<file path="config.mk">
export PLATFORM = sky130hd
export DESIGN_NAME = modbus_tcp_read_transaction
export DESIGN_NICKNAME = d
export VERILOG_FILES = /design/src/hw/rtl/mbtr_pkg.sv /design/src/hw/rtl/mbtr_fifo.sv /design/src/hw/rtl/mbtr_front.sv /design/src/hw/rtl/mbtr_back.sv /design/src/hw/rtl/modbus_tcp_read_transaction.sv
export SDC_FILE = /design/constraint.sdc
export NUM_CORES = 1
export LEC_CHECK = 0
export BUFFER_PORTS_ARGS = -buffer_cell sky130_fd_sc_hd__buf_2
export CAP_MARGIN = 20
export CORE_MARGIN = 3
export CORE_UTILIZATION = 57
export DETAILED_ROUTE_END_ITERATION = 10
export PLACE_DENSITY_LB_ADDON = 0.15
export SYNTH_ARGS = -nofsm -noshare
export SYNTH_HDL_FRONTEND = slang
export SYNTH_SLANG_ARGS = --single-unit
</file>
<file path="constraint.sdc">
create_clock -name clk_i -period 16.2 [get_ports clk_i]
set_clock_uncertainty 0.15 [all_clocks]
set_input_delay 4.86 -clock clk_i [delete_from_list [all_inputs] [get_ports clk_i]]
set_output_delay 4.86 -clock clk_i [all_outputs]
set_load 0.01 [all_outputs]
</file>
<file path="src/hw/rtl/mbtr_pkg.sv">
// ----------------------------------------------------------------------------
// mbtr_pkg
// Types and constants shared by the Modbus TCP read transaction engine.
// ----------------------------------------------------------------------------
package mbtr_pkg;

  // Largest register count that one read may ask for
  localparam int unsigned MaxRegisters = 125;

  // Fixed MBAP length field of the request (unit + function + 4 bytes)
  localparam logic [7:0] MbapReqLength = 8'd6;

  // Bounds on the MBAP length field that a response may announce
  localparam logic [15:0] MaxHeaderLength = 16'd254;
  localparam logic [15:0] MinHeaderLength = 16'd2;

  // Exception flag in the response function byte
  localparam int unsigned FuncExcBit = 7;

  // Result kinds
  localparam logic [1:0] KindReqByte = 2'd0;
  localparam logic [1:0] KindRegWord = 2'd1;
  localparam logic [1:0] KindStatus  = 2'd2;

  // Completion status codes
  localparam logic [2:0] StOk          = 3'd0;
  localparam logic [2:0] StBadQuantity = 3'd1;
  localparam logic [2:0] StBadLength   = 3'd2;
  localparam logic [2:0] StPduTooLarge = 3'd3;
  localparam logic [2:0] StException   = 3'd4;
  localparam logic [2:0] StCountMism   = 3'd5;
  localparam logic [2:0] StShortPdu    = 3'd6;

  // Warning flag bit positions
  localparam int unsigned WarnTid   = 0;
  localparam int unsigned WarnProto = 1;
  localparam int unsigned WarnUnit  = 2;

  // Input item as seen on the push side
  typedef struct packed {
    logic        req_type;
    logic [7:0]  unit_id;
    logic [7:0]  func_code;
    logic [15:0] reg_addr;
    logic [15:0] quantity;
    logic [7:0]  rx_byte;
  } in_item_t;

  // Result item as seen on the pop side
  typedef struct packed {
    logic [1:0]  out_kind;
    logic [15:0] out_data;
    logic [6:0]  reg_index;
    logic [2:0]  status;
    logic [7:0]  exception_code;
    logic [2:0]  warn_flags;
    logic        last;
  } out_item_t;

  // Command classes decided by the front end
  typedef enum logic [1:0] {
    CMD_START_OK  = 2'd0,
    CMD_START_BAD = 2'd1,
    CMD_RX_BYTE   = 2'd2
  } cmd_kind_e;

  // Classified command between front and back end
  typedef struct packed {
    cmd_kind_e   kind;
    logic [7:0]  unit_id;
    logic [7:0]  func_code;
    logic [15:0] reg_addr;
    logic [6:0]  quantity;
    logic [7:0]  rx_byte;
  } cmd_t;

endpackage

</file>
<file path="src/hw/rtl/mbtr_fifo.sv">
// ----------------------------------------------------------------------------
// mbtr_fifo
// Small register FIFO with full/empty flags; push and pop in the same cycle.
// ----------------------------------------------------------------------------
module mbtr_fifo #(
  parameter int unsigned Width = 8,
  parameter int unsigned Depth = 2
) (
  input  logic             clk_i,
  input  logic             rst_ni,
  input  logic             push_i,
  input  logic [Width-1:0] data_i,
  output logic             full_o,
  input  logic             pop_i,
  output logic             empty_o,
  output logic [Width-1:0] data_o
);

  localparam int unsigned PtrW = $clog2(Depth);
  localparam int unsigned CntW = $clog2(Depth + 1);

  logic [Width-1:0] mem_q [Depth];
  logic [PtrW-1:0]  wr_ptr_q, wr_ptr_d;
  logic [PtrW-1:0]  rd_ptr_q, rd_ptr_d;
  logic [CntW-1:0]  cnt_q, cnt_d;
  logic             do_push, do_pop;

  assign full_o  = (cnt_q == CntW'(Depth));
  assign empty_o = (cnt_q == '0);
  assign data_o  = mem_q[rd_ptr_q];

  assign do_push = push_i && !full_o;
  assign do_pop  = pop_i && !empty_o;

  // Pointer and fill count update
  always_comb begin
    wr_ptr_d = wr_ptr_q;
    rd_ptr_d = rd_ptr_q;
    cnt_d    = cnt_q;
    if (do_push) begin
      wr_ptr_d = (wr_ptr_q == PtrW'(Depth - 1)) ? '0 : wr_ptr_q + 1'b1;
    end
    if (do_pop) begin
      rd_ptr_d = (rd_ptr_q == PtrW'(Depth - 1)) ? '0 : rd_ptr_q + 1'b1;
    end
    if (do_push && !do_pop) begin
      cnt_d = cnt_q + 1'b1;
    end else if (do_pop && !do_push) begin
      cnt_d = cnt_q - 1'b1;
    end
  end

  always_ff @(posedge clk_i or negedge rst_ni) begin
    if (!rst_ni) begin
      wr_ptr_q <= '0;
      rd_ptr_q <= '0;
      cnt_q    <= '0;
    end else begin
      wr_ptr_q <= wr_ptr_d;
      rd_ptr_q <= rd_ptr_d;
      cnt_q    <= cnt_d;
    end
  end

  // Storage, no reset
  always_ff @(posedge clk_i) begin
    if (do_push) begin
      mem_q[wr_ptr_q] <= data_i;
    end
  end

endmodule

</file>
<file path="src/hw/rtl/mbtr_front.sv">
// ----------------------------------------------------------------------------
// mbtr_front
// Takes input items, checks the start quantity and queues classified commands.
// ----------------------------------------------------------------------------
module mbtr_front import mbtr_pkg::*; #(
  parameter int unsigned Depth = 2
) (
  input  logic     clk_i,
  input  logic     rst_ni,
  input  logic     push_i,
  input  in_item_t item_i,
  output logic     full_o,
  input  logic     cmd_pop_i,
  output logic     cmd_valid_o,
  output cmd_t     cmd_o
);

  cmd_t cmd_in;
  logic cmd_empty;
  logic qty_bad;

  // Quantity range check for start items
  assign qty_bad = (item_i.quantity == '0) || (item_i.quantity > 16'(MaxRegisters));

  always_comb begin
    cmd_in.unit_id   = item_i.unit_id;
    cmd_in.func_code = item_i.func_code;
    cmd_in.reg_addr  = item_i.reg_addr;
    cmd_in.quantity  = item_i.quantity[6:0];
    cmd_in.rx_byte   = item_i.rx_byte;
    if (item_i.req_type) begin
      cmd_in.kind = CMD_RX_BYTE;
    end else if (qty_bad) begin
      cmd_in.kind = CMD_START_BAD;
    end else begin
      cmd_in.kind = CMD_START_OK;
    end
  end

  // Command queue towards the back end
  mbtr_fifo #(
    .Width ($bits(cmd_t)),
    .Depth (Depth)
  ) u_cmd_fifo (
    .clk_i   (clk_i),
    .rst_ni  (rst_ni),
    .push_i  (push_i),
    .data_i  (cmd_in),
    .full_o  (full_o),
    .pop_i   (cmd_pop_i),
    .empty_o (cmd_empty),
    .data_o  (cmd_o)
  );

  assign cmd_valid_o = !cmd_empty;

endmodule

</file>
<file path="src/hw/rtl/mbtr_back.sv">
// ----------------------------------------------------------------------------
// mbtr_back
// Transaction engine: sends request bytes, parses the response byte stream
// and produces register words and the completion status.
// ----------------------------------------------------------------------------
module mbtr_back import mbtr_pkg::*; (
  input  logic      clk_i,
  input  logic      rst_ni,
  input  logic      cmd_valid_i,
  input  cmd_t      cmd_i,
  output logic      cmd_pop_o,
  input  logic      res_ready_i,
  output logic      res_valid_o,
  output out_item_t res_o
);

  typedef enum logic [4:0] {
    ST_IDLE   = 5'b00001,
    ST_HEADER = 5'b00010,
    ST_PDU    = 5'b00100,
    ST_SEND   = 5'b01000,
    ST_FINISH = 5'b10000
  } state_e;

  state_e      state_q, state_d;
  logic [15:0] txn_cnt_q, txn_cnt_d;
  logic [15:0] sent_tid_q, sent_tid_d;
  logic [7:0]  exp_unit_q, exp_unit_d;
  logic [7:0]  exp_func_q, exp_func_d;
  logic [6:0]  exp_qty_q, exp_qty_d;
  logic [15:0] addr_q, addr_d;
  logic [7:0]  pos_q, pos_d;
  logic [15:0] hdr_len_q, hdr_len_d;
  logic [7:0]  held_q, held_d;
  logic [6:0]  word_idx_q, word_idx_d;
  logic [2:0]  warn_q, warn_d;
  logic [2:0]  pend_st_q, pend_st_d;
  logic [7:0]  pend_exc_q, pend_exc_d;
  logic [3:0]  tx_cnt_q, tx_cnt_d;

  logic        can_take;
  logic [7:0]  b;
  logic [7:0]  tx_byte;
  logic [7:0]  plen;
  logic [7:0]  two_qty;
  logic [7:0]  need;
  logic [2:0]  st_n;
  logic [7:0]  exc_n;
  logic        word_hit;
  logic        pdu_done;

  function automatic out_item_t mk_status(logic [2:0] st, logic [7:0] exc, logic [2:0] warn);
    out_item_t r;
    r                = '0;
    r.out_kind       = KindStatus;
    r.status         = st;
    r.exception_code = exc;
    r.warn_flags     = warn;
    r.last           = 1'b1;
    return r;
  endfunction

  function automatic out_item_t mk_byte(logic [7:0] d, logic lst);
    out_item_t r;
    r          = '0;
    r.out_kind = KindReqByte;
    r.out_data = {8'h00, d};
    r.last     = lst;
    return r;
  endfunction

  assign b         = cmd_i.rx_byte;
  assign can_take  = (state_q == ST_IDLE) || (state_q == ST_HEADER) || (state_q == ST_PDU);
  assign cmd_pop_o = cmd_valid_i && res_ready_i && can_take;

  // Request byte selection during the send burst
  always_comb begin
    unique case (tx_cnt_q)
      4'd1:    tx_byte = sent_tid_q[7:0];
      4'd5:    tx_byte = MbapReqLength;
      4'd6:    tx_byte = exp_unit_q;
      4'd7:    tx_byte = exp_func_q;
      4'd8:    tx_byte = addr_q[15:8];
      4'd9:    tx_byte = addr_q[7:0];
      4'd11:   tx_byte = {1'b0, exp_qty_q};
      default: tx_byte = 8'h00;
    endcase
  end

  // PDU size arithmetic
  assign plen    = hdr_len_q[7:0] - 8'd1;
  assign two_qty = {exp_qty_q, 1'b0};
  assign need    = two_qty + 8'd2;

  // Main sequencing
  always_comb begin
    state_d    = state_q;
    txn_cnt_d  = txn_cnt_q;
    sent_tid_d = sent_tid_q;
    exp_unit_d = exp_unit_q;
    exp_func_d = exp_func_q;
    exp_qty_d  = exp_qty_q;
    addr_d     = addr_q;
    pos_d      = pos_q;
    hdr_len_d  = hdr_len_q;
    held_d     = held_q;
    word_idx_d = word_idx_q;
    warn_d     = warn_q;
    pend_st_d  = pend_st_q;
    pend_exc_d = pend_exc_q;
    tx_cnt_d   = tx_cnt_q;
    res_valid_o = 1'b0;
    res_o       = '0;
    st_n        = pend_st_q;
    exc_n       = pend_exc_q;
    word_hit    = 1'b0;
    pdu_done    = ({1'b0, pos_q} + 9'd1) >= {1'b0, plen};

    unique case (state_q)
      ST_SEND: begin
        if (res_ready_i) begin
          res_valid_o = 1'b1;
          res_o       = mk_byte(tx_byte, tx_cnt_q == 4'd11);
          if (tx_cnt_q == 4'd11) begin
            state_d = ST_HEADER;
          end else begin
            tx_cnt_d = tx_cnt_q + 4'd1;
          end
        end
      end
      ST_FINISH: begin
        if (res_ready_i) begin
          res_valid_o = 1'b1;
          res_o = mk_status(pend_st_q, (pend_st_q == StException) ? pend_exc_q : 8'h00,
                            warn_q);
          state_d = ST_IDLE;
        end
      end
      ST_IDLE, ST_HEADER, ST_PDU: begin
        if (cmd_pop_o) begin
          unique case (cmd_i.kind)
            CMD_START_BAD: begin
              warn_d      = '0;
              res_valid_o = 1'b1;
              res_o       = mk_status(StBadQuantity, 8'h00, 3'b000);
              state_d     = ST_IDLE;
            end
            CMD_START_OK: begin
              // First byte goes out at once, the rest in the send burst
              warn_d      = '0;
              res_valid_o = 1'b1;
              res_o       = mk_byte(txn_cnt_q[15:8], 1'b0);
              sent_tid_d  = txn_cnt_q;
              txn_cnt_d   = (txn_cnt_q == 16'hFFFF) ? 16'd1 : txn_cnt_q + 16'd1;
              exp_unit_d  = cmd_i.unit_id;
              exp_func_d  = cmd_i.func_code;
              exp_qty_d   = cmd_i.quantity;
              addr_d      = cmd_i.reg_addr;
              pos_d       = '0;
              hdr_len_d   = '0;
              held_d      = '0;
              word_idx_d  = '0;
              pend_st_d   = StOk;
              pend_exc_d  = '0;
              tx_cnt_d    = 4'd1;
              state_d     = ST_SEND;
            end
            CMD_RX_BYTE: begin
              if (state_q == ST_HEADER) begin
                // MBAP header checks
                if (pos_q == 8'd1 && {held_q, b} != sent_tid_q) begin
                  warn_d[WarnTid] = 1'b1;
                end
                if ((pos_q == 8'd2 || pos_q == 8'd3) && b != 8'h00) begin
                  warn_d[WarnProto] = 1'b1;
                end
                if (pos_q == 8'd5) begin
                  hdr_len_d = {held_q, b};
                end
                if (pos_q >= 8'd6) begin
                  if (b != exp_unit_q) begin
                    warn_d[WarnUnit] = 1'b1;
                  end
                  priority if (hdr_len_q < MinHeaderLength) begin
                    res_valid_o = 1'b1;
                    res_o       = mk_status(StBadLength, 8'h00, warn_d);
                    state_d     = ST_IDLE;
                  end else if (hdr_len_q > MaxHeaderLength) begin
                    res_valid_o = 1'b1;
                    res_o       = mk_status(StPduTooLarge, 8'h00, warn_d);
                    state_d     = ST_IDLE;
                  end else begin
                    state_d    = ST_PDU;
                    pos_d      = '0;
                    word_idx_d = '0;
                    pend_st_d  = StOk;
                    pend_exc_d = '0;
                    held_d     = b;
                  end
                end else begin
                  held_d = b;
                  pos_d  = pos_q + 8'd1;
                end
              end else if (state_q == ST_PDU) begin
                // PDU: function, byte count, then register data
                if (pos_q == 8'd0) begin
                  if (b[FuncExcBit] || b != exp_func_q) begin
                    st_n = StException;
                  end
                  if (plen < 8'd2) begin
                    st_n = StShortPdu;
                  end
                end else if (pos_q == 8'd1) begin
                  priority if (pend_st_q == StException) begin
                    exc_n = b;
                  end else if (b != two_qty) begin
                    st_n = StCountMism;
                  end else if (plen < need) begin
                    st_n = StShortPdu;
                  end
                end else if (pos_q[0] && pend_st_q == StOk && word_idx_q < exp_qty_q) begin
                  word_hit = 1'b1;
                end
                held_d     = b;
                pend_st_d  = st_n;
                pend_exc_d = exc_n;
                if (word_hit) begin
                  res_valid_o        = 1'b1;
                  res_o              = '0;
                  res_o.out_kind     = KindRegWord;
                  res_o.out_data     = {held_q, b};
                  res_o.reg_index    = word_idx_q;
                  word_idx_d         = word_idx_q + 7'd1;
                end
                if (pdu_done) begin
                  if (word_hit) begin
                    state_d = ST_FINISH;
                  end else begin
                    res_valid_o = 1'b1;
                    res_o = mk_status(st_n, (st_n == StException) ? exc_n : 8'h00, warn_q);
                    state_d = ST_IDLE;
                  end
                end else begin
                  pos_d = pos_q + 8'd1;
                end
              end
            end
            default: begin
              state_d = state_q;
            end
          endcase
        end
      end
      default: begin
        state_d = ST_IDLE;
      end
    endcase
  end

  always_ff @(posedge clk_i or negedge rst_ni) begin
    if (!rst_ni) begin
      state_q    <= ST_IDLE;
      txn_cnt_q  <= 16'd1;
      sent_tid_q <= '0;
      exp_unit_q <= '0;
      exp_func_q <= '0;
      exp_qty_q  <= '0;
      addr_q     <= '0;
      pos_q      <= '0;
      hdr_len_q  <= '0;
      held_q     <= '0;
      word_idx_q <= '0;
      warn_q     <= '0;
      pend_st_q  <= StOk;
      pend_exc_q <= '0;
      tx_cnt_q   <= '0;
    end else begin
      state_q    <= state_d;
      txn_cnt_q  <= txn_cnt_d;
      sent_tid_q <= sent_tid_d;
      exp_unit_q <= exp_unit_d;
      exp_func_q <= exp_func_d;
      exp_qty_q  <= exp_qty_d;
      addr_q     <= addr_d;
      pos_q      <= pos_d;
      hdr_len_q  <= hdr_len_d;
      held_q     <= held_d;
      word_idx_q <= word_idx_d;
      warn_q     <= warn_d;
      pend_st_q  <= pend_st_d;
      pend_exc_q <= pend_exc_d;
      tx_cnt_q   <= tx_cnt_d;
    end
  end

  // Checks
  a_txn_nonzero: assert property (@(posedge clk_i) disable iff (!rst_ni)
    txn_cnt_q != 16'd0)
    else $error("transaction counter reached zero");

  a_send_range: assert property (@(posedge clk_i) disable iff (!rst_ni)
    state_q == ST_SEND |-> tx_cnt_q != 4'd0 && tx_cnt_q <= 4'd11)
    else $error("send counter out of range");

  a_last_byte: assert property (@(posedge clk_i) disable iff (!rst_ni)
    res_valid_o && res_o.out_kind == KindReqByte && res_o.last
      |-> state_q == ST_SEND && tx_cnt_q == 4'd11)
    else $error("last request byte out of place");

  a_finish_origin: assert property (@(posedge clk_i) disable iff (!rst_ni)
    state_q == ST_FINISH |-> $past(state_q) == ST_PDU || $past(state_q) == ST_FINISH)
    else $error("finish entered from wrong state");

  a_word_index: assert property (@(posedge clk_i) disable iff (!rst_ni)
    res_valid_o && res_o.out_kind == KindRegWord |-> res_o.reg_index < exp_qty_q)
    else $error("register word beyond requested quantity");

endmodule

</file>
<file path="src/hw/rtl/modbus_tcp_read_transaction.sv">
// ----------------------------------------------------------------------------
// modbus_tcp_read_transaction
// Modbus TCP client read engine: request builder and response parser.
//
//   channel  | handshake           | payload
//   ---------+---------------------+-------------------------
//   input    | push / full         | in_item_i  (in_item_t)
//   result   | pop / empty         | out_item_o (out_item_t)
//
// A response byte that closes the PDU on a register word gives two results:
// the word, then the status item. A valid start sends its 12 request bytes
// through the single result port, stalling while that port is full; a start
// with a bad quantity gives a single status item.
// Reset is asynchronous and needs no clearing pass; the id counter restarts
// at 1. The command queue (CmdDepth) and the result queue (OutDepth) let the
// input and result sides stall independently.
// ----------------------------------------------------------------------------
module modbus_tcp_read_transaction import mbtr_pkg::*; #(
  parameter int unsigned CmdDepth = 2,
  parameter int unsigned OutDepth = 2
) (
  input  logic      clk_i,
  input  logic      rst_ni,
  input  logic      push,
  input  in_item_t  in_item_i,
  output logic      full,
  input  logic      pop,
  output logic      empty,
  output out_item_t out_item_o
);

  cmd_t      cmd;
  logic      cmd_valid;
  logic      cmd_pop;
  out_item_t res;
  logic      res_valid;
  logic      res_full;

  // Front end: classify and queue
  mbtr_front #(
    .Depth (CmdDepth)
  ) u_front (
    .clk_i       (clk_i),
    .rst_ni      (rst_ni),
    .push_i      (push),
    .item_i      (in_item_i),
    .full_o      (full),
    .cmd_pop_i   (cmd_pop),
    .cmd_valid_o (cmd_valid),
    .cmd_o       (cmd)
  );

  // Back end: transaction engine
  mbtr_back u_back (
    .clk_i       (clk_i),
    .rst_ni      (rst_ni),
    .cmd_valid_i (cmd_valid),
    .cmd_i       (cmd),
    .cmd_pop_o   (cmd_pop),
    .res_ready_i (!res_full),
    .res_valid_o (res_valid),
    .res_o       (res)
  );

  // Result queue
  mbtr_fifo #(
    .Width ($bits(out_item_t)),
    .Depth (OutDepth)
  ) u_res_fifo (
    .clk_i   (clk_i),
    .rst_ni  (rst_ni),
    .push_i  (res_valid),
    .data_i  (res),
    .full_o  (res_full),
    .pop_i   (pop),
    .empty_o (empty),
    .data_o  (out_item_o)
  );

endmodule

</file>
Word level (Yosys, flattened, before mapping)
Memories as Yosys holds them, arrays and structs flattened.
Index checks and enable logic that the tools add are counted.
- flip-flop bits (word level): 141
- RAM bits: 178
- input port bits: 61
- output and inout port bits: 42
- memories kept: 2
- $add $sub $neg: 15
- $lt $le $gt $ge: 8
- equality and inequality tests: 48
- multiplexer cells: 123
- reduce and logical (&&, ||, !) cells: 52
- memory list (name ; depth ; bits a word ; rd ports ; clocked after Yosys merged registers in ; write ports ; line ; RTL):
    u_front.u_cmd_fifo.mem_q ; 2 ; 49 ; 1 ; 0 ; 1 ; mbtr_fifo.sv:22 ; logic [Width-1:0] mem_q [Depth];
    u_res_fifo.mem_q ; 2 ; 40 ; 1 ; 0 ; 1 ; mbtr_fifo.sv:22 ;
- operators by type and width (operator ; number):
    $mux 40 ; 9
    $pmux 40 s3 ; 2
    $mux 8 ; 19
    $mux 3 ; 19
    $pmux 8 s7 ; 1
    $mux 5 ; 10
    $mux 16 ; 3
    $pmux 8 s2 ; 3
    $mux 7 ; 6
    $mux 39 ; 1
    $pmux 16 s2 ; 1
    $mux 1 ; 31
    $mux 30 ; 1
    $pmux 5 s3 ; 2
    $ne 8x8->1 ; 3
    $add 16x1->16 const B ; 1
    $eq 16x16->1 const B ; 1
    $eq 8x2->1 const B ; 2
    $gt 16x7->1 const B ; 1
    $gt 16x8->1 const B ; 1
    $logic_not 16->1 ; 1
    $lt 16x2->1 const B ; 1
    $mux 4 ; 4
    $ne 16x16->1 ; 1
    55 further kinds ; 122

Longest topological paths before layout
Gate-level depths: netlist of run 1.
- word-level depth: 24
- gate-level depth with buffers: 20
- depth with buffers taken out: 20

By module
A second synthesis of run 1 with hierarchy kept.
- cells, all modules: 1200
- area, all modules: 15431.0 µm²
- modules (own cells, without submodules) (module ; instances ; cells an instance ; area each (µm²)):
    mbtr_back ; 1 ; 873 ; 8091.5
    mbtr_fifo (u_front.u_cmd_fifo) ; 1 ; 172 ; 3986.3
    mbtr_fifo (u_res_fifo) ; 1 ; 144 ; 3286.9
    mbtr_front ; 1 ; 10 ; 62.6
    modbus_tcp_read_transaction ; 1 ; 1 ; 3.8

Worst setup path before layout of run 1
No wires, ideal clock.
- kind: in2reg
- start: input push
- end: memory u_front.u_cmd_fifo.mem_q[0][0] in the netlist's numbering, enable pin
- library setup time: 456 ps
- arrival time: 7005 ps
- data required time: 15594 ps
- path slack: 8589 ps
- stages: 2
- path through: nand2_1 > nor2_1
- cells in the longest elaborated chain, start to end: 3
- RTL lines (item ; line ; RTL):
    start: declaration ; modbus_tcp_read_transaction.sv:24 ; input logic push,
    $logic_and 1x1->1 ; mbtr_fifo.sv:32 ; assign do_push = push_i && !full_o;
    $mux 1 ; mbtr_fifo.sv:67 ; if (do_push) begin
    $mux 1 (implied by the code) ; mbtr_fifo.sv:68 ; mem_q[wr_ptr_q] <= data_i;
    end: declaration ; mbtr_fifo.sv:22 ;
No other way between the ends.

==> impl_metrics.csv, run 1 <==
group,metric,value,unit
outcome,status,"complete, no violations",
cells_and_area,final_cells,1700,
route,drc,0,
floorplan,die_h,168.1,um
power,power_density,177.5,nW/um^2
sta,relSlewSlack,0.3045,
cells_and_area,diodes,0,
setup_path,critPathCaptureType,"output port",
cells_and_area,num-fill-cells,1904,
synthesis,synthArstFlopShare,0.4420,
sta,worst_pin_slew,1027,ps
synthesis,synth_area_per_cell,12.06,um^2
floorplan,initial_utilization,0.5876,
cells_and_area,final_cell_mix,"edfxtp_1, nand2_1, dfrtp_1",
power,power,3.002,mW
sta,setup-violations-final,0,
synthesis,ys_ff_latch,319,
power,p_leak,6.840,nW
sta,setup_tns,0,ps
cells_and_area,multiInputGateArea,5717,um^2
clock_network,clkLatencyLatePin,560,ps
synthesis,synth-compound-area-share,0.1096,
floorplan,fp.dieW,168.1,um
synthesis,synth_simple_gate_area_frac,0.1205,
power,vdd_ir_drop_max,105.2,uV
grt,antenna_found_initial,0,
synthesis,synth-main-ff-cell,"edfxtp_1",
synthesis,synth_top_area_frac,0.3571,
cells_and_area,nets,1439,
sta,post-route-period-util,0.4374,
route,wl_met1,14370,um
route,wl_met2,14700,um
route,drt-pass1-iter-count,7,
synthesis,yosysSeqAreaShare,0.5930,
route,drtIter0Drc,851,
flow_run,cap_violations,0,
place,dp_cells,1642,
sta,grt_setup_unrepaired,"false",
clock_network,htree_levels,1,
clock_network,post_cts_buffers,0,
synthesis,synthXorXnorAreaFrac,0.04447,
synthesis,synth_mux_area_frac,0.07757,
clock_network,ctsResizeCount,0,
setup_path,cp_max_fo,35,
grt,grt_use_total,0.2324,
synthesis,synth_cells,1241,
grt,overflow,0,
sta,drv_slew,0,
sta,timing.fmax,0.1411,GHz
clock_network,root_buffer,"clkbuf_16",
sta,final_hold_viol_count,0,
synthesis,ys_warn_count,0,
grt,grt_pass1_wl,52580,um
route,via_per_inst,5.872,
place,place.gp.congestion,0.9296,
worst_hold_path,min-delay-path-class,"flop to flop",
floorplan,row_count,58,
synthesis,synth_area,14970,um^2
synthesis,yosysTopAreaCell,"edfxtp_1",
place,pre_cts_ws,9637,ps
place,port_buffers,102,
clock_network,clk_pin_slew,60,ps
grt,grt_max_degree,76,
place,dp_hpwl,23170,um
route,wl,32870,um
clock_network,cts_hold_buf,0,
clock_network,clock_path_buffers,3,
synthesis,synth_top_family_by_area,"simple AND/OR/NAND/NOR gates",
clock_network,numClockSinks,319,
synthesis,synth.distinct_cells,84,
synthesis,synthAdderAreaFrac,0.02742,
route,wl_met3,2630,um
route,wire_per_inst,19.33,um
cells_and_area,regArea,8877,um^2
route,topRoutingLayerUsed,"met4",
setup_path,critPathMaxStageDelay,530,ps
cells_and_area,mostFrequentLayoutCell,"edfxtp_1",
setup_path,critPathArrivalTime,2080,ps
setup_path,crit_chain,"buf_4 -> mux2_2 -> buf_2",
synthesis,synth_nets,1334,
floorplan,io_pins,103,
clock_network,cts_made_buffers,31,
floorplan,die_area,28240,um^2
grt,grt_pass1_vias,9654,
sta,setup_ws,9114,ps
synthesis,synth_edf_count,178,
cells_and_area,fin_util,0.6640,
sta,fin_crit,7086,ps
route,num_vias,9983,
setup_path,worstPathRequired,11190,ps
setup_path,slowest_stage,"dfrtp_1",
cells_and_area,area_delta_synth_final,13.00,%
synthesis,yosys-top-cells-area,"edfxtp_1, dfrtp_1, mux2_2, nand2_1, o21ai_0",
floorplan,core,25470,um^2
clock_network,cts_tree,"built",
setup_path,cp-start-kind,"flop",
route,antenna_left,0,
cells_and_area,drive_gt1_frac,0.1978,
setup_path,path_class,"flop to output port",
layer usage:
metal,up-vias,track usage
met5,-,0
met4,0,0.07791
met3,76,0.04367
met2,380,0.3556
met1,4770,0.3394
li1,4757,-
Yosys cell counts, drive strengths merged (8+ instances only):
cell / instances
a21oi: 17
a22o: 8
a22oi: 16
a31oi: 8
and2: 21
and3: 14
buf: 14
clkbuf: 33
dfrtp: 139
edfxtp: 178
ha: 32
inv: 49
mux2: 54
mux2i: 50
nand2: 157
nand2b: 8
nand3: 42
nand4: 13
nor2: 57
nor3: 13
nor4: 12
o21ai: 105
o22a: 9
o22ai: 11
o32ai: 10
or3: 8
xnor2: 47
xor2: 29
logic make-up after synthesis:
family,count (synthesis)
and+or+nand+nor,369
DFF,319
AOI/OAI and AO/OA,243
muxes,104
buffers and inverters,97
xor gates and xnor gates,76
adders and majority gates,33
stage by stage:
step	hold slack [ps]	area, um^2
3_3_place_gp	312.7	15820
3_5_place_dp	320.5	15880
2_1_floorplan	299.4	14970
4_1_cts	334.4	16910
6_report	334.3	16910
5_1_grt	361.9	16910
power breakdown:
group	internal (mW)	switching, mW
Combinational	0.419	0.652
Sequential	1.08	0.130
Clock	0.428	0.293
final cells by class:
| type | instances | share of cell area |
|---|---|---|
| clock buffer | 40 | 0.04964 |
| clock inverter | 17 | 0.01147 |
| inverter | 49 | 0.01087 |
| multi-input combinational | 825 | 0.3380 |
| sequential | 319 | 0.5249 |
| tap | 330 | 0.02441 |
| timing repair buffer | 120 | 0.04076 |
critical path: cells and delay by family, from the launching register on:
kind | cells | cell delay [ps]
buf+inv | 2 | 590
flops | 1 | 530
mux | 1 | 380
registers in the layout, summed over array words and instances (netlist names), 7 cells and up:
register,count
u_back.exp_unit_q,8
u_back.sent_tid_q,16
u_back.pend_exc_q,8
u_back.txn_cnt_q,16
u_front.u_cmd_fifo.mem_q,98
u_back.hdr_len_q,16
u_back.held_q,8
u_back.exp_qty_q,7
u_back.pos_q,8
u_res_fifo.mem_q,80
u_back.exp_func_q,8
u_back.addr_q,16
u_back.word_idx_q,7
worst paths after layout:
| check | startpoint | to | slack, ps | depth (start not counted) |
|---|---|---|---|---|
| worst max-delay path | u_res_fifo.rd_ptr_q | out_item_o[13] | 9110 | 3 |
| worst min-delay path | u_back.pend_exc_q[2] | u_back.pend_exc_q[2] | 330 | 2 |
| worst max register to register | u_back.hdr_len_q[0] | u_res_fifo.mem_q[1][13] | 11280 | 16 |
| worst min register to register | u_back.pend_exc_q[2] | u_back.pend_exc_q[2] | 330 | 2 |
| max in group asynchronous | rst_ni | u_front.u_cmd_fifo.rd_ptr_q | 10360 | 2 |
| min in group asynchronous | rst_ni | u_back.hdr_len_q[9] | 4180 | 1 |
Power figures use the tool's default switching activity.
==> run 2, diff against run 1 <==
--- a/config.mk
+++ b/config.mk
@@ -5,6 +5,7 @@
 export SDC_FILE = /design/constraint.sdc
 export NUM_CORES = 1
 export LEC_CHECK = 0
+export ABC_AREA = 1
 export BUFFER_PORTS_ARGS = -buffer_cell sky130_fd_sc_hd__buf_2
 export CAP_MARGIN = 20
 export CORE_MARGIN = 3
==> constraint.sdc (replaced) <==
create_clock -name clk_i -period 6.9 [get_ports clk_i]
set_clock_uncertainty 0.15 [all_clocks]
set_input_delay 2.07 -clock clk_i [delete_from_list [all_inputs] [get_ports clk_i]]
set_output_delay 2.07 -clock clk_i [all_outputs]
set_load 0.01 [all_outputs]
==> impl_metrics.csv, run 2 <==
group,metric,value,unit
outcome,status,"complete, no violations",
floorplan,fp.dieW,170.7,um
flow_run,cap_violations,0,
synthesis,yosysTopAreaCell,"edfxtp_1",
clock_network,cts_tree,"built",
cells_and_area,mostFrequentLayoutCell,"nand2_1",
setup_path,worstPathRequired,4680,ps
floorplan,die_h,170.7,um
clock_network,post_cts_buffers,0,
cells_and_area,nets,1826,
grt,antenna_found_initial,0,
setup_path,r2r_start,"u_front.u_cmd_fifo.rd_ptr_q",
grt,grt_max_degree,98,
power,p_switching,3.103,mW
synthesis,synth_area_per_cell,9.495,um^2
synthesis,synth_area,15460,um^2
floorplan,initial_utilization,0.5865,
clock_network,htree_levels,2,
power,internal_power,4.526,mW
sta,grt_setup_unrepaired,"false",
synthesis,synth_top_area_frac,0.3458,
sta,post-route-period-util,0.6788,
clock_network,numClockSinks,319,
setup_path,slowest_stage,"clkinv_1",
route,wire_per_inst,17.67,um
sta,timing.fmax,0.2135,GHz
power,clkPwrFrac,0.244,
place,port_buffers,102,
power,pwr-share-seq,0.373,
sta,setup_tns,0,ps
synthesis,yosysMostFrequentCell,"nand2_1",
sta,final_hold_viol_count,0,
sta,holdWs,331.4,ps
route,wl,37010,um
cells_and_area,top_register,"u_front.u_cmd_fifo.mem_q",
power,power_frac_comb,0.383,
route,drc,0,
cells_and_area,drive_gt1_frac,0.1381,
clock_network,cts_hold_buf,0,
setup_path,cp_max_fo,41,
synthesis,synthArstFlopShare,0.4420,
setup_path,path_delay_family,"buffers and inverters",
sta,setup-violations-final,0,
setup_path,cp_common_cell,"nand2_1",
route,drt-pass1-iter-count,6,
power,vdd_ir_drop_max,274.6,uV
sta,fin_crit,4684,ps
synthesis,ys_warn_count,0,
clock_network,clkLatencyLatePin,540,ps
cells_and_area,final_area,17460,um^2
synthesis,ys_ff_latch,319,
floorplan,io_pins,103,
cells_and_area,largest_registers,"u_front.u_cmd_fifo.mem_q x98, u_res_fifo.mem_q x80",
clock_network,root_buffer,"clkbuf_16",
floorplan,die_area,29130,um^2
cells_and_area,area_delta_synth_final,12.97,%
place,dp_hpwl,26410,um
grt,grt_use_total,0.2560,
synthesis,synth-main-ff-cell,"edfxtp_1",
route,antenna_left,0,
synthesis,yosys-top-cells-area,"edfxtp_1, dfrtp_1, nand2_1, inv_1, nor2_1",
sta,drv_slew,0,
route,via_per_inst,5.616,
grt,overflow,0,
sta,worst_pin_slew,913.5,ps
setup_path,critPathMaxStageDelay,610,ps
setup_path,critPathArrivalTime,2460,ps
setup_path,path_class,"flop to output port",
clock_network,clock_path_buffers,3,
synthesis,synth_edf_count,178,
cells_and_area,final_cell_mix,"nand2_1, edfxtp_1, inv_1",
setup_path,cp-startpoint,"u_res_fifo.rd_ptr_q",
route,num_vias,11766,
floorplan,core,26350,um^2
grt,grt_pass1_wl,58880,um
clock_network,ctsResizeCount,0,
setup_path,crit_buf_inv,4,
sta,relSlewSlack,0.3910,
setup_path,crit_chain,"buf_4 -> clkinv_1 -> buf_16 -> nand2_1 -> nand2_1 -> buf_2",
synthesis,synthTopCellsByCount,"nand2_1, edfxtp_1, inv_1, nor2_1, dfrtp_1",
synthesis,yosysSeqAreaShare,0.5742,
power,p_sw_frac,0.4067,
floorplan,row_count,59,
synthesis,synth_nets,1721,
clock_network,cts_made_buffers,34,
grt,grt_pass1_vias,11192,
place,place.gp.congestion,0.9714,
power,power_density,436.9,nW/um^2
cells_and_area,largest_reg_flops,98,
clock_network,clk_pin_slew,60,ps
place,postPlaceCellArea,16290,um^2
power,p_leak,7.554,nW
synthesis,synth_cells,1628,
route,drtIter0Drc,956,
setup_path,cp-start-kind,"flop",
worst_hold_path,hold_path_startpoint,"u_back.addr_q[9]",
setup_path,critPathCaptureType,"output port",
worst_hold_path,min-delay-path-class,"flop to flop",
synthesis,synth.distinct_cells,63,
[run 2: worst paths after layout]
kind,depth (start not counted),slack [ps],end
max in group asynchronous,2,3930,u_back.addr_q[3]
worst max-delay path,6,2220,out_item_o[32]
worst max register to register,14,2930,u_res_fifo.mem_q[0][22]
worst min-delay path,2,330,u_back.addr_q[9]
min in group asynchronous,1,1490,u_back.txn_cnt_q[3]
worst min register to register,2,330,u_back.addr_q[9]
[run 2: routing by layer]
layer | up-vias | part of all wire | global-route usage
met5 | - | 0 | 0
met4 | 0 | 0.036 | 0.09524
met3 | 88 | 0.056 | 0.03396
met2 | 411 | 0.48 | 0.4264
met1 | 5564 | 0.43 | 0.3466
li1 | 5703 | - | -
[run 2: kinds of logic after synthesis]
group,after synthesis,synth area share
xor+xnor,48,0.02720
buf+inv,233,0.06038
flops,319,0.5742
fa+ha+maj,32,0.02590
compound gates,243,0.09803
simple gates,753,0.2143
[run 2: power groups by stage]
stage	Combinational, mW	Clock [mW]	Sequential, mW
final	2.92	1.86	2.85
after global routing	3.28	1.97	2.89
after CTS	2.90	1.90	2.84
after detailed placement	2.89	0	2.87
after global placement	2.82	0	2.86
after floorplan	2.07	0	2.79
[run 2: area by class of cell]
| class | instances | area (um^2) |
|---|---|---|
| antenna | 1 | 2.502 |
| sequential | 319 | 8877 |
| clock inverter | 19 | 251.5 |
| clock buffer | 43 | 894.6 |
| tap | 335 | 419.2 |
| multi-input combinational | 1076 | 5674 |
| inverter | 187 | 708.2 |
| fill | 2171 | 8892 |
| timing repair buffer | 115 | 634.4 |
[run 2: per-stage QoR]
stage,cells,setup slack (ps),power (mW),util
CTS,2093,1845,7.638,0.6614
global placement,2031,2542,5.685,0.6180
detailed placement,2031,2421,5.759,0.6180
floorplan,1628,2003,4.860,-
finish,2095,2216,7.629,0.6626
global route,2094,1995,8.144,0.6625
[run 2: worst reg2reg max path, stage by stage, from the launching register on]
cell and delay, ps:
dfrtp_2 340, buf_4 490, inv_2 340, or2_1 300, o21a_2 200, nor2_8 310
inv_2 270, nor3b_1 260, nand2_1 80, nand2_1 60, nand2_1 120, nand2_1 110
nand2_1 70, inv_1 50, buf_4 450
